File: src/assert_macros.svh
// Assertion macros shared by the equalizer section RTL.
`ifndef ASSERT_MACROS_SVH
`define ASSERT_MACROS_SVH

// Same-cycle implication, disabled during reset.
`define ASSERT_IMPLY(label, clk, rst_n, ante, cons) \
  label: assert property (@(posedge clk) disable iff (!rst_n) (ante) |-> (cons)) \
    else $error("assertion failed");

// Next-cycle implication, disabled during reset.
`define ASSERT_NEXT(label, clk, rst_n, ante, cons) \
  label: assert property (@(posedge clk) disable iff (!rst_n) (ante) |=> (cons)) \
    else $error("assertion failed");

`endif

File: src/svfeq_pkg.sv
// Shared types, constants and the micro-op schedule of the equalizer section.
package svfeq_pkg;

  localparam int COEFF_W             = 32;
  localparam int SAMPLE_W            = 16;
  localparam int CFG_IDX_W           = 3;
  localparam int COEFF_FRAC_BITS_DEF = 24;
  localparam int STATE_BITS_DEF      = 40;

  typedef enum logic [CFG_IDX_W-1:0] {
    REG_A1        = 3'd0,
    REG_A2        = 3'd1,
    REG_A3        = 3'd2,
    REG_MIX_INPUT = 3'd3,
    REG_MIX_BAND  = 3'd4,
    REG_MIX_LOW   = 3'd5,
    REG_ENABLE    = 3'd6
  } cfg_idx_e;

  typedef enum logic [1:0] {
    ST_IDLE = 2'b01,
    ST_RUN  = 2'b10
  } seq_state_e;

  typedef enum logic [4:0] {
    STEP_V3, STEP_B1L, STEP_B1H, STEP_B2L, STEP_B2H, STEP_BDR, STEP_BRND,
    STEP_L1L, STEP_L1H, STEP_L2L, STEP_L2H, STEP_LDR, STEP_LRND,
    STEP_O0L, STEP_O0H, STEP_O1L, STEP_O1H, STEP_O2L, STEP_O2H, STEP_ODR, STEP_OUT
  } step_e;

  typedef enum logic [2:0] {
    COEF_A1, COEF_A2, COEF_A3, COEF_M0, COEF_M1, COEF_M2
  } coef_sel_e;

  typedef enum logic [2:0] {
    OPND_IC1, OPND_V3, OPND_V0, OPND_V1, OPND_V2
  } opnd_sel_e;

  typedef struct packed {
    logic mul_en;
    logic chunk_hi;
    logic clr;
    logic preset;
  } mac_ctrl_t;

  typedef struct packed {
    coef_sel_e coef_sel;
    opnd_sel_e opnd_sel;
    mac_ctrl_t mac;
    logic      ld_v3;
    logic      ld_v1;
    logic      ld_v2;
    logic      upd_ic1;
    logic      upd_ic2;
    logic      ld_out;
  } uop_t;

  function automatic int op_width(int frac_bits, int state_bits);
    op_width = (state_bits > SAMPLE_W + frac_bits) ? state_bits : SAMPLE_W + frac_bits;
  endfunction

  function automatic uop_t mul_uop(coef_sel_e c, opnd_sel_e o, logic hi);
    uop_t u;
    u = '0;
    u.coef_sel       = c;
    u.opnd_sel       = o;
    u.mac.mul_en     = 1'b1;
    u.mac.chunk_hi   = hi;
    mul_uop = u;
  endfunction

  function automatic uop_t uop_decode(step_e s);
    uop_t u;
    u = '0;
    case (s)
      STEP_V3:   begin
        u.ld_v3   = 1'b1;
        u.mac.clr = 1'b1;
      end
      STEP_B1L:  u = mul_uop(COEF_A1, OPND_IC1, 1'b0);
      STEP_B1H:  u = mul_uop(COEF_A1, OPND_IC1, 1'b1);
      STEP_B2L:  u = mul_uop(COEF_A2, OPND_V3, 1'b0);
      STEP_B2H:  u = mul_uop(COEF_A2, OPND_V3, 1'b1);
      STEP_BRND: begin
        u.ld_v1      = 1'b1;
        u.mac.preset = 1'b1;
      end
      STEP_L1L:  u = mul_uop(COEF_A2, OPND_IC1, 1'b0);
      STEP_L1H:  u = mul_uop(COEF_A2, OPND_IC1, 1'b1);
      STEP_L2L:  u = mul_uop(COEF_A3, OPND_V3, 1'b0);
      STEP_L2H:  u = mul_uop(COEF_A3, OPND_V3, 1'b1);
      STEP_LRND: begin
        u.ld_v2   = 1'b1;
        u.upd_ic1 = 1'b1;
        u.mac.clr = 1'b1;
      end
      STEP_O0L:  begin
        u = mul_uop(COEF_M0, OPND_V0, 1'b0);
        u.upd_ic2 = 1'b1;
      end
      STEP_O0H:  u = mul_uop(COEF_M0, OPND_V0, 1'b1);
      STEP_O1L:  u = mul_uop(COEF_M1, OPND_V1, 1'b0);
      STEP_O1H:  u = mul_uop(COEF_M1, OPND_V1, 1'b1);
      STEP_O2L:  u = mul_uop(COEF_M2, OPND_V2, 1'b0);
      STEP_O2H:  u = mul_uop(COEF_M2, OPND_V2, 1'b1);
      STEP_OUT:  u.ld_out = 1'b1;
      default:   u = '0;
    endcase
    uop_decode = u;
  endfunction

endpackage

File: src/svfeq_mac.sv
// Shared multiply-accumulate unit with round-and-saturate of the accumulator.
`include "assert_macros.svh"

module svfeq_mac #(
  parameter int COEFF_FRAC_BITS = svfeq_pkg::COEFF_FRAC_BITS_DEF,
  parameter int STATE_BITS      = svfeq_pkg::STATE_BITS_DEF,
  parameter int OP_W            = svfeq_pkg::op_width(COEFF_FRAC_BITS, STATE_BITS)
) (
  input  logic                                    clk_i,
  input  logic                                    rst_ni,
  input  svfeq_pkg::mac_ctrl_t                    ctrl_i,
  input  logic signed [svfeq_pkg::COEFF_W-1:0]    coef_i,
  input  logic signed [OP_W-1:0]                  opnd_i,
  input  logic signed [STATE_BITS-1:0]            preset_i,
  output logic signed [STATE_BITS-1:0]            rnd_state_o,
  output logic signed [svfeq_pkg::SAMPLE_W-1:0]   rnd_out_o
);

  localparam int LO_W    = (OP_W + 1) / 2;
  localparam int MUL_B_W = LO_W + 1;
  localparam int PROD_W  = svfeq_pkg::COEFF_W + MUL_B_W;
  localparam int ACC_W   = svfeq_pkg::COEFF_W + OP_W + 2;
  localparam int RND_W   = ACC_W + 1;

  localparam logic signed [RND_W-1:0] HALF_ST = RND_W'(1) <<< (COEFF_FRAC_BITS - 1);
  localparam logic signed [RND_W-1:0] HALF_OUT = RND_W'(1) <<< (2 * COEFF_FRAC_BITS - 1);
  localparam logic signed [RND_W-1:0] ST_MAX = (RND_W'(1) <<< (STATE_BITS - 1)) - RND_W'(1);
  localparam logic signed [RND_W-1:0] ST_MIN = -ST_MAX - RND_W'(1);
  localparam logic signed [RND_W-1:0] OUT_MAX =
    (RND_W'(1) <<< (svfeq_pkg::SAMPLE_W - 1)) - RND_W'(1);
  localparam logic signed [RND_W-1:0] OUT_MIN = -OUT_MAX - RND_W'(1);

  logic signed [MUL_B_W-1:0] chunk;
  logic signed [PROD_W-1:0]  prod_d, prod_q;
  logic                      prod_vld_q, prod_hi_q;
  logic signed [ACC_W-1:0]   term, acc_d, acc_q;
  logic signed [RND_W-1:0]   rs_st, rs_out, st_sat, out_sat;

  assign chunk = ctrl_i.chunk_hi ? MUL_B_W'(signed'(opnd_i[OP_W-1:LO_W]))
                                 : signed'({1'b0, opnd_i[LO_W-1:0]});
  assign prod_d = coef_i * chunk;

  always_ff @(posedge clk_i or negedge rst_ni) begin
    if (!rst_ni) begin
      prod_vld_q <= 1'b0;
      prod_hi_q  <= 1'b0;
    end else begin
      prod_vld_q <= ctrl_i.mul_en;
      prod_hi_q  <= ctrl_i.chunk_hi;
    end
  end

  always_ff @(posedge clk_i) begin
    if (ctrl_i.mul_en) begin
      prod_q <= prod_d;
    end
    acc_q <= acc_d;
  end

  assign term = prod_hi_q ? (ACC_W'(prod_q) <<< LO_W) : ACC_W'(prod_q);

  always_comb begin
    if (ctrl_i.clr) begin
      acc_d = '0;
    end else if (ctrl_i.preset) begin
      acc_d = ACC_W'(preset_i) <<< COEFF_FRAC_BITS;
    end else if (prod_vld_q) begin
      acc_d = acc_q + term;
    end else begin
      acc_d = acc_q;
    end
  end

  assign rs_st  = (RND_W'(acc_q) + HALF_ST) >>> COEFF_FRAC_BITS;
  assign rs_out = (RND_W'(acc_q) + HALF_OUT) >>> (2 * COEFF_FRAC_BITS);

  assign st_sat  = (rs_st > ST_MAX) ? ST_MAX : ((rs_st < ST_MIN) ? ST_MIN : rs_st);
  assign out_sat = (rs_out > OUT_MAX) ? OUT_MAX : ((rs_out < OUT_MIN) ? OUT_MIN : rs_out);

  assign rnd_state_o = st_sat[STATE_BITS-1:0];
  assign rnd_out_o   = out_sat[svfeq_pkg::SAMPLE_W-1:0];

  `ASSERT_IMPLY(a_no_lost_product, clk_i, rst_ni, ctrl_i.clr || ctrl_i.preset, !prod_vld_q)
  `ASSERT_NEXT(a_hi_follows_lo, clk_i, rst_ni, ctrl_i.mul_en && ctrl_i.chunk_hi, prod_vld_q && prod_hi_q)

endmodule

File: src/svf_equalizer_section_unit.sv
// Top level of the trapezoidal state-variable filter equalizer section.
`include "assert_macros.svh"

// One filter section of an equalizer. A filtered word holds the block from acceptance
// until its result is loaded into the output register; no new word is accepted meanwhile.
// The schedule is set by the single shared 32 x 21 multiplier, which forms each of the
// seven products in two halves, plus one step for the input difference and one drain
// and one round step per result. While the stage enable is 0 a word passes straight
// to the output register, and one word can be accepted every cycle unless the output
// stalls. The output register lets the next word in while a finished word still waits.
module svf_equalizer_section_unit #(
  parameter int COEFF_FRAC_BITS = svfeq_pkg::COEFF_FRAC_BITS_DEF,
  parameter int STATE_BITS      = svfeq_pkg::STATE_BITS_DEF
) (
  input  logic                                   clk_i,
  input  logic                                   rst_ni,
  input  logic                                   cfg_we_i,
  input  logic [svfeq_pkg::CFG_IDX_W-1:0]        cfg_idx_i,
  input  logic [svfeq_pkg::COEFF_W-1:0]          cfg_wdata_i,
  input  logic                                   in_valid_i,
  output logic                                   in_stall_o,
  input  logic signed [svfeq_pkg::SAMPLE_W-1:0]  sample_in_i,
  output logic                                   out_valid_o,
  input  logic                                   out_stall_i,
  output logic signed [svfeq_pkg::SAMPLE_W-1:0]  sample_out_o
);

  localparam int OP_W = svfeq_pkg::op_width(COEFF_FRAC_BITS, STATE_BITS);
  localparam int W2   = OP_W + 2;
  localparam int CW   = svfeq_pkg::COEFF_W;

  localparam logic signed [CW-1:0] UNITY = CW'(1) <<< COEFF_FRAC_BITS;
  localparam logic signed [W2-1:0] ST_MAX = (W2'(1) <<< (STATE_BITS - 1)) - W2'(1);
  localparam logic signed [W2-1:0] ST_MIN = -ST_MAX - W2'(1);

  function automatic logic signed [STATE_BITS-1:0] sat_state(input logic signed [W2-1:0] v);
    logic signed [W2-1:0] c;
    c = (v > ST_MAX) ? ST_MAX : ((v < ST_MIN) ? ST_MIN : v);
    sat_state = c[STATE_BITS-1:0];
  endfunction

  svfeq_pkg::seq_state_e state_q;
  svfeq_pkg::step_e      step_q;
  svfeq_pkg::uop_t       uop;
  svfeq_pkg::mac_ctrl_t  mac_ctrl;

  logic signed [CW-1:0] a1_q, a2_q, a3_q, m0_q, m1_q, m2_q, coef;
  logic                 en_q;
  logic signed [STATE_BITS-1:0] ic1_q, ic2_q, v1_q, v2_q, v3_q, rnd_state;
  logic signed [svfeq_pkg::SAMPLE_W-1:0] x_q, out_q, rnd_out;
  logic                 out_valid_q;
  logic signed [OP_W-1:0] v0, opnd;
  logic                 run, in_acc, out_free, out_hold;

  assign run      = (state_q == svfeq_pkg::ST_RUN);
  assign uop      = svfeq_pkg::uop_decode(step_q);
  assign mac_ctrl = run ? uop.mac : '0;
  assign out_free = !(out_valid_q && out_stall_i);
  assign out_hold = run && uop.ld_out && !out_free;

  assign in_stall_o = (state_q != svfeq_pkg::ST_IDLE) || (!en_q && !out_free);
  assign in_acc     = in_valid_i && !in_stall_o;

  assign v0 = OP_W'(x_q) <<< COEFF_FRAC_BITS;

  always_comb begin
    case (uop.coef_sel)
      svfeq_pkg::COEF_A1: coef = a1_q;
      svfeq_pkg::COEF_A2: coef = a2_q;
      svfeq_pkg::COEF_A3: coef = a3_q;
      svfeq_pkg::COEF_M0: coef = m0_q;
      svfeq_pkg::COEF_M1: coef = m1_q;
      svfeq_pkg::COEF_M2: coef = m2_q;
      default:            coef = '0;
    endcase
  end

  always_comb begin
    case (uop.opnd_sel)
      svfeq_pkg::OPND_IC1: opnd = OP_W'(ic1_q);
      svfeq_pkg::OPND_V3:  opnd = OP_W'(v3_q);
      svfeq_pkg::OPND_V0:  opnd = v0;
      svfeq_pkg::OPND_V1:  opnd = OP_W'(v1_q);
      svfeq_pkg::OPND_V2:  opnd = OP_W'(v2_q);
      default:             opnd = '0;
    endcase
  end

  svfeq_mac #(
    .COEFF_FRAC_BITS (COEFF_FRAC_BITS),
    .STATE_BITS      (STATE_BITS),
    .OP_W            (OP_W)
  ) u_mac (
    .clk_i       (clk_i),
    .rst_ni      (rst_ni),
    .ctrl_i      (mac_ctrl),
    .coef_i      (coef),
    .opnd_i      (opnd),
    .preset_i    (ic2_q),
    .rnd_state_o (rnd_state),
    .rnd_out_o   (rnd_out)
  );

  always_ff @(posedge clk_i or negedge rst_ni) begin
    if (!rst_ni) begin
      a1_q        <= '0;
      a2_q        <= '0;
      a3_q        <= '0;
      m0_q        <= UNITY;
      m1_q        <= '0;
      m2_q        <= '0;
      en_q        <= 1'b0;
      state_q     <= svfeq_pkg::ST_IDLE;
      step_q      <= svfeq_pkg::STEP_V3;
      out_valid_q <= 1'b0;
      ic1_q       <= '0;
      ic2_q       <= '0;
    end else begin
      if (cfg_we_i) begin
        case (svfeq_pkg::cfg_idx_e'(cfg_idx_i))
          svfeq_pkg::REG_A1:        a1_q <= signed'(cfg_wdata_i);
          svfeq_pkg::REG_A2:        a2_q <= signed'(cfg_wdata_i);
          svfeq_pkg::REG_A3:        a3_q <= signed'(cfg_wdata_i);
          svfeq_pkg::REG_MIX_INPUT: m0_q <= signed'(cfg_wdata_i);
          svfeq_pkg::REG_MIX_BAND:  m1_q <= signed'(cfg_wdata_i);
          svfeq_pkg::REG_MIX_LOW:   m2_q <= signed'(cfg_wdata_i);
          svfeq_pkg::REG_ENABLE:    en_q <= cfg_wdata_i[0];
          default: ;
        endcase
      end

      if (out_valid_q && !out_stall_i) begin
        out_valid_q <= 1'b0;
      end

      if (in_acc) begin
        if (en_q) begin
          state_q <= svfeq_pkg::ST_RUN;
          step_q  <= svfeq_pkg::STEP_V3;
        end else begin
          ic1_q       <= '0;
          ic2_q       <= '0;
          out_valid_q <= 1'b1;
        end
      end

      if (run) begin
        if (uop.upd_ic1) begin
          ic1_q <= sat_state((W2'(v1_q) <<< 1) - W2'(ic1_q));
        end
        if (uop.upd_ic2) begin
          ic2_q <= sat_state((W2'(v2_q) <<< 1) - W2'(ic2_q));
        end
        if (uop.ld_out) begin
          if (out_free) begin
            out_valid_q <= 1'b1;
            state_q     <= svfeq_pkg::ST_IDLE;
            step_q      <= svfeq_pkg::STEP_V3;
          end
        end else begin
          step_q <= svfeq_pkg::step_e'(step_q + 5'd1);
        end
      end
    end
  end

  always_ff @(posedge clk_i) begin
    if (in_acc) begin
      x_q <= sample_in_i;
      if (!en_q) begin
        out_q <= sample_in_i;
      end
    end
    if (run) begin
      if (uop.ld_v3) begin
        v3_q <= sat_state(W2'(v0) - W2'(ic2_q));
      end
      if (uop.ld_v1) begin
        v1_q <= rnd_state;
      end
      if (uop.ld_v2) begin
        v2_q <= rnd_state;
      end
      if (uop.ld_out && out_free) begin
        out_q <= rnd_out;
      end
    end
  end

  assign out_valid_o  = out_valid_q;
  assign sample_out_o = out_q;

  `ASSERT_IMPLY(a_accept_when_idle, clk_i, rst_ni, in_acc, state_q == svfeq_pkg::ST_IDLE)
  `ASSERT_NEXT(a_bypass_clears, clk_i, rst_ni, in_acc && !en_q, out_valid_q && ic1_q == '0 && ic2_q == '0)
  `ASSERT_NEXT(a_final_hold, clk_i, rst_ni, out_hold, run && step_q == svfeq_pkg::STEP_OUT)

endmodule
File: config.mk
export PLATFORM = sky130hd
export DESIGN_NAME = svf_equalizer_section_unit
export DESIGN_NICKNAME = d
export VERILOG_FILES = /design/src/svfeq_pkg.sv /design/src/svfeq_mac.sv /design/src/svf_equalizer_section_unit.sv
export VERILOG_INCLUDE_DIRS = /design/src /design/src/src
export SDC_FILE = /design/constraint.sdc
export NUM_CORES = 2
export LEC_CHECK = 0
export BUFFER_PORTS_ARGS = -buffer_cell sky130_fd_sc_hd__buf_2
export CORE_MARGIN = 2
export CORE_UTILIZATION = 45
export DETAILED_ROUTE_END_ITERATION = 10
export GPL_TIMING_DRIVEN = 0
export PLACE_DENSITY = 0.65
export SLEW_MARGIN = 20
export SYNTH_ARGS = -nofsm -noshare
export SYNTH_HDL_FRONTEND = slang
export SYNTH_SLANG_ARGS = --single-unit
File: constraint.sdc
create_clock -name clk_i -period 43 [get_ports clk_i]
set_input_delay 4.3 -clock clk_i [delete_from_list [all_inputs] [get_ports clk_i]]
set_output_delay 4.3 -clock clk_i [all_outputs]
set_load 0.03 [all_outputs]
==> results.sh <==
export IMPL_status="completed"
export IMPL_core_area_sq_um=129500
export IMPL_required_ns=43.42
export IMPL_fmax_mhz=72.93
export IMPL_grt_start_max_net_pins=101
export IMPL_synthArstFlopShare_pct=50.36
export IMPL_grt_pass1_vias=48660
export IMPL_synth_area_top_cells="fa_1, dfrtp_1, edfxtp_1"
export IMPL_cap_violations=0
export IMPL_cp_start_kind="flop"
export IMPL_ys_ff_latch=562
export IMPL_syn_nets=7437
export IMPL_fin_area_sq_um=64200
export IMPL_hp_class="reg2reg"
export IMPL_cts_root_buf="clkbuf_16"
export IMPL_setup_tns_ns=0
export IMPL_initial_core_util_pct=45.37
export IMPL_avgSynthCellArea_sq_um=9.178
export IMPL_slowest_stage="buf_1"
export IMPL_final_common_cell="inv_1"
export IMPL_hold_violations=0
export IMPL_yosys_area_top_type="fa_1"
export IMPL_drive_gt1_share_pct=8.351
export IMPL_first_pass_iters=9
export IMPL_fin_skew_ns=0.03717
export IMPL_totalWireLength_microns=203000
export IMPL_die_y_microns=365.3
export IMPL_arrival_ns=14.13
export IMPL_clock_sinks=562
export IMPL_final_cell_mix="inv_1, nand2_1, fa_1"
export IMPL_clk_transition_reported_paths_ns=0.06
export IMPL_drv_slew=0
export IMPL_die_width_microns=365.3
export IMPL_drc=0
export IMPL_cp_max_fo=12
export IMPL_ys_seq_area_share_pct=24.79
export IMPL_crit_family="adder cells"
export IMPL_synth_area_sq_um=58750
export IMPL_clock_latency_ns=0.68
export IMPL_fin_crit_sh_pct=31.89
export IMPL_grt_pass1_wl_microns=303900
export IMPL_place_congestion=0.9857
export IMPL_dieArea_sq_um=133500
export IMPL_antenna_found_initial=7
export IMPL_critPathKind="reg2reg"
export IMPL_wl_per_cell_microns=24.23
export IMPL_worstSetupEndpointType="flop"
export IMPL_cts_tree="yes"
export IMPL_hold_buffers=0
export IMPL_nFillCells=12320
export IMPL_synth_cell_types=92
export IMPL_synth_ff_type="dfrtp_1"
export IMPL_ant_nets=0
export IMPL_setup_viol=0
export IMPL_cts_resized=0
export IMPL_dpl_hpwl_microns=165300
export IMPL_slew_headroom_pct=18.56
export IMPL_cts_setup_buffers=0
export IMPL_vias=48030
export IMPL_layout_nets=7616
export IMPL_power_density_nw_per_um2=23.16
export IMPL_rsz0062_at_grt="false"
export IMPL_layout_min_cycle_time_ns=13.71
export IMPL_synth_edf_count=189
export IMPL_rows=132
export IMPL_post_route_util_pct=49.58
export IMPL_critPathMostFrequentCell="fa_1"
export IMPL_htree_levels=3
export IMPL_detail_route_iter0_violations=4301
export IMPL_numCtsBuffers=67
export IMPL_synth_top_area_share_pct=22.90
export IMPL_worst_path_buf_inv=9
export IMPL_via_per_inst=5.733
export IMPL_post_dp_cell_area_sq_um=61990
export IMPL_clk_path_buf_depth=3
export IMPL_postSynthCellCount=6401
export IMPL_yosysWarnings=0
export IMPL_power_mw=1.487
export IMPL_dpl_worst_slack_ns=29.63
export IMPL_grtUsageTotal_pct=30.64
export IMPL_grt_ovfl_total=0
export IMPL_setup_slack_ns=29.29
export IMPL_portBuffers=71
export IMPL_p_leak_nw=29.98
export IMPL_io_pins=74
export IMPL_vdd_drop_max_uv=35.77
export IMPL_areaGrowthSynthToFinish_pct=9.288
export IMPL_worst_pin_slew_ns=1.215
export IMPL_slowest_delay_ns=0.89
Yosys cell counts, types with 68 or more instances:
cell type,n
clkbuf_1,285
o21ai_0,194
a21o_1,131
a221o_1,75
nand2b_1,68
mux2_2,226
inv_1,970
xnor2_1,195
nand2_1,763
nor2_1,426
ha_1,308
edfxtp_1,189
xor2_1,94
fa_1,672
dfxtp_1,90
a21oi_1,367
nand3_1,126
nor2b_1,78
dfrtp_1,281
area by class of cell:
cell class / count / area, sq um / area share, %
Clock buffer: 93 / 1906 / 2.968
Antenna cell: 2 / 5.005 / 0.007795
Buffer: 331 / 1329 / 2.070
Inverter: 972 / 3649 / 5.683
Multi-Input combinational cell: 4536 / 39460 / 61.46
Sequential cell: 562 / 14560 / 22.68
Tap cell: 1742 / 2180 / 3.395
Clock inverter: 30 / 292.8 / 0.4560
Timing Repair Buffer: 110 / 824.5 / 1.284
power breakdown:
| part | total [mW] | switching [mW] | leakage, nW | internal (mW) |
|---|---|---|---|---|
| combinational | 0.287 | 0.184 | 22.7 | 0.102 |
| clock | 0.582 | 0.250 | 1.07 | 0.331 |
| sequential | 0.619 | 0.0251 | 6.22 | 0.593 |
cells by family after synthesis:
group,share of synthesized area (%)
buffers and inverters,8.460
XOR/XNOR,4.336
adder cells (fa/ha/maj),30.12
AO/OA/AOI/OAI,13.85
AND/OR/NAND/NOR,13.06
multiplexers,5.388
flip-flops,24.79
through the flow:
stage / hold WS (ns) / std cells
CTS: 0.4774 / 8376
global placement: 0.4646 / 8214
finish: 0.4751 / 8378
detailed placement: 0.4679 / 8253
global route: 0.4995 / 8377
floorplan: 0.4595 / 6401
flip-flops by register name (all words and copies together), names as in the netlist, 2 cells and up:
| register | cells |
|---|---|
| m1_q | 32 |
| u_mac.acc_q | 74 |
| sample_out_o | 16 |
| ic1_q | 40 |
| v2_q | 40 |
| ic2_q | 40 |
| m2_q | 32 |
| x_q | 16 |
| v3_q | 40 |
| v1_q | 40 |
| a1_q | 32 |
| step_q | 5 |
| m0_q | 32 |
| u_mac.prod_q | 53 |
| a2_q | 32 |
| state_q | 2 |
| a3_q | 32 |
worst min-delay path: stages (launching register included):
cell	delay (ns)
dfxtp_1	0.30
nand2_1	0.05
a31oi_1	0.07
metal layers:
layer,wire (microns),track usage (%),vias up,part of all wire [%]
li1,-,-,21600,-
met1,81290,39.08,24100,40
met2,93940,49.96,1894,46
met3,16090,6.034,434,7.9
met4,11620,14.73,6,5.7
met5,45,0,-,0.022
worst paths after layout:
check | cells past startpoint | startpoint | slack (ns) | endpoint
setup / recovery | 38 | step_q[0] | 29.29 | u_mac.prod_q[52]
min in group asynchronous | 2 | rst_ni | 3.63 | ic1_q[34]
hold / removal | 2 | sample_out_o[6] | 0.48 | sample_out_o[6]
max in group asynchronous | 4 | rst_ni | 37.96 | m2_q[12]
setup reg to reg | 38 | step_q[0] | 29.29 | u_mac.prod_q[52]
hold reg to reg | 2 | sample_out_o[6] | 0.48 | sample_out_o[6]
No activity file was read; power rests on OpenSTA's default activity.
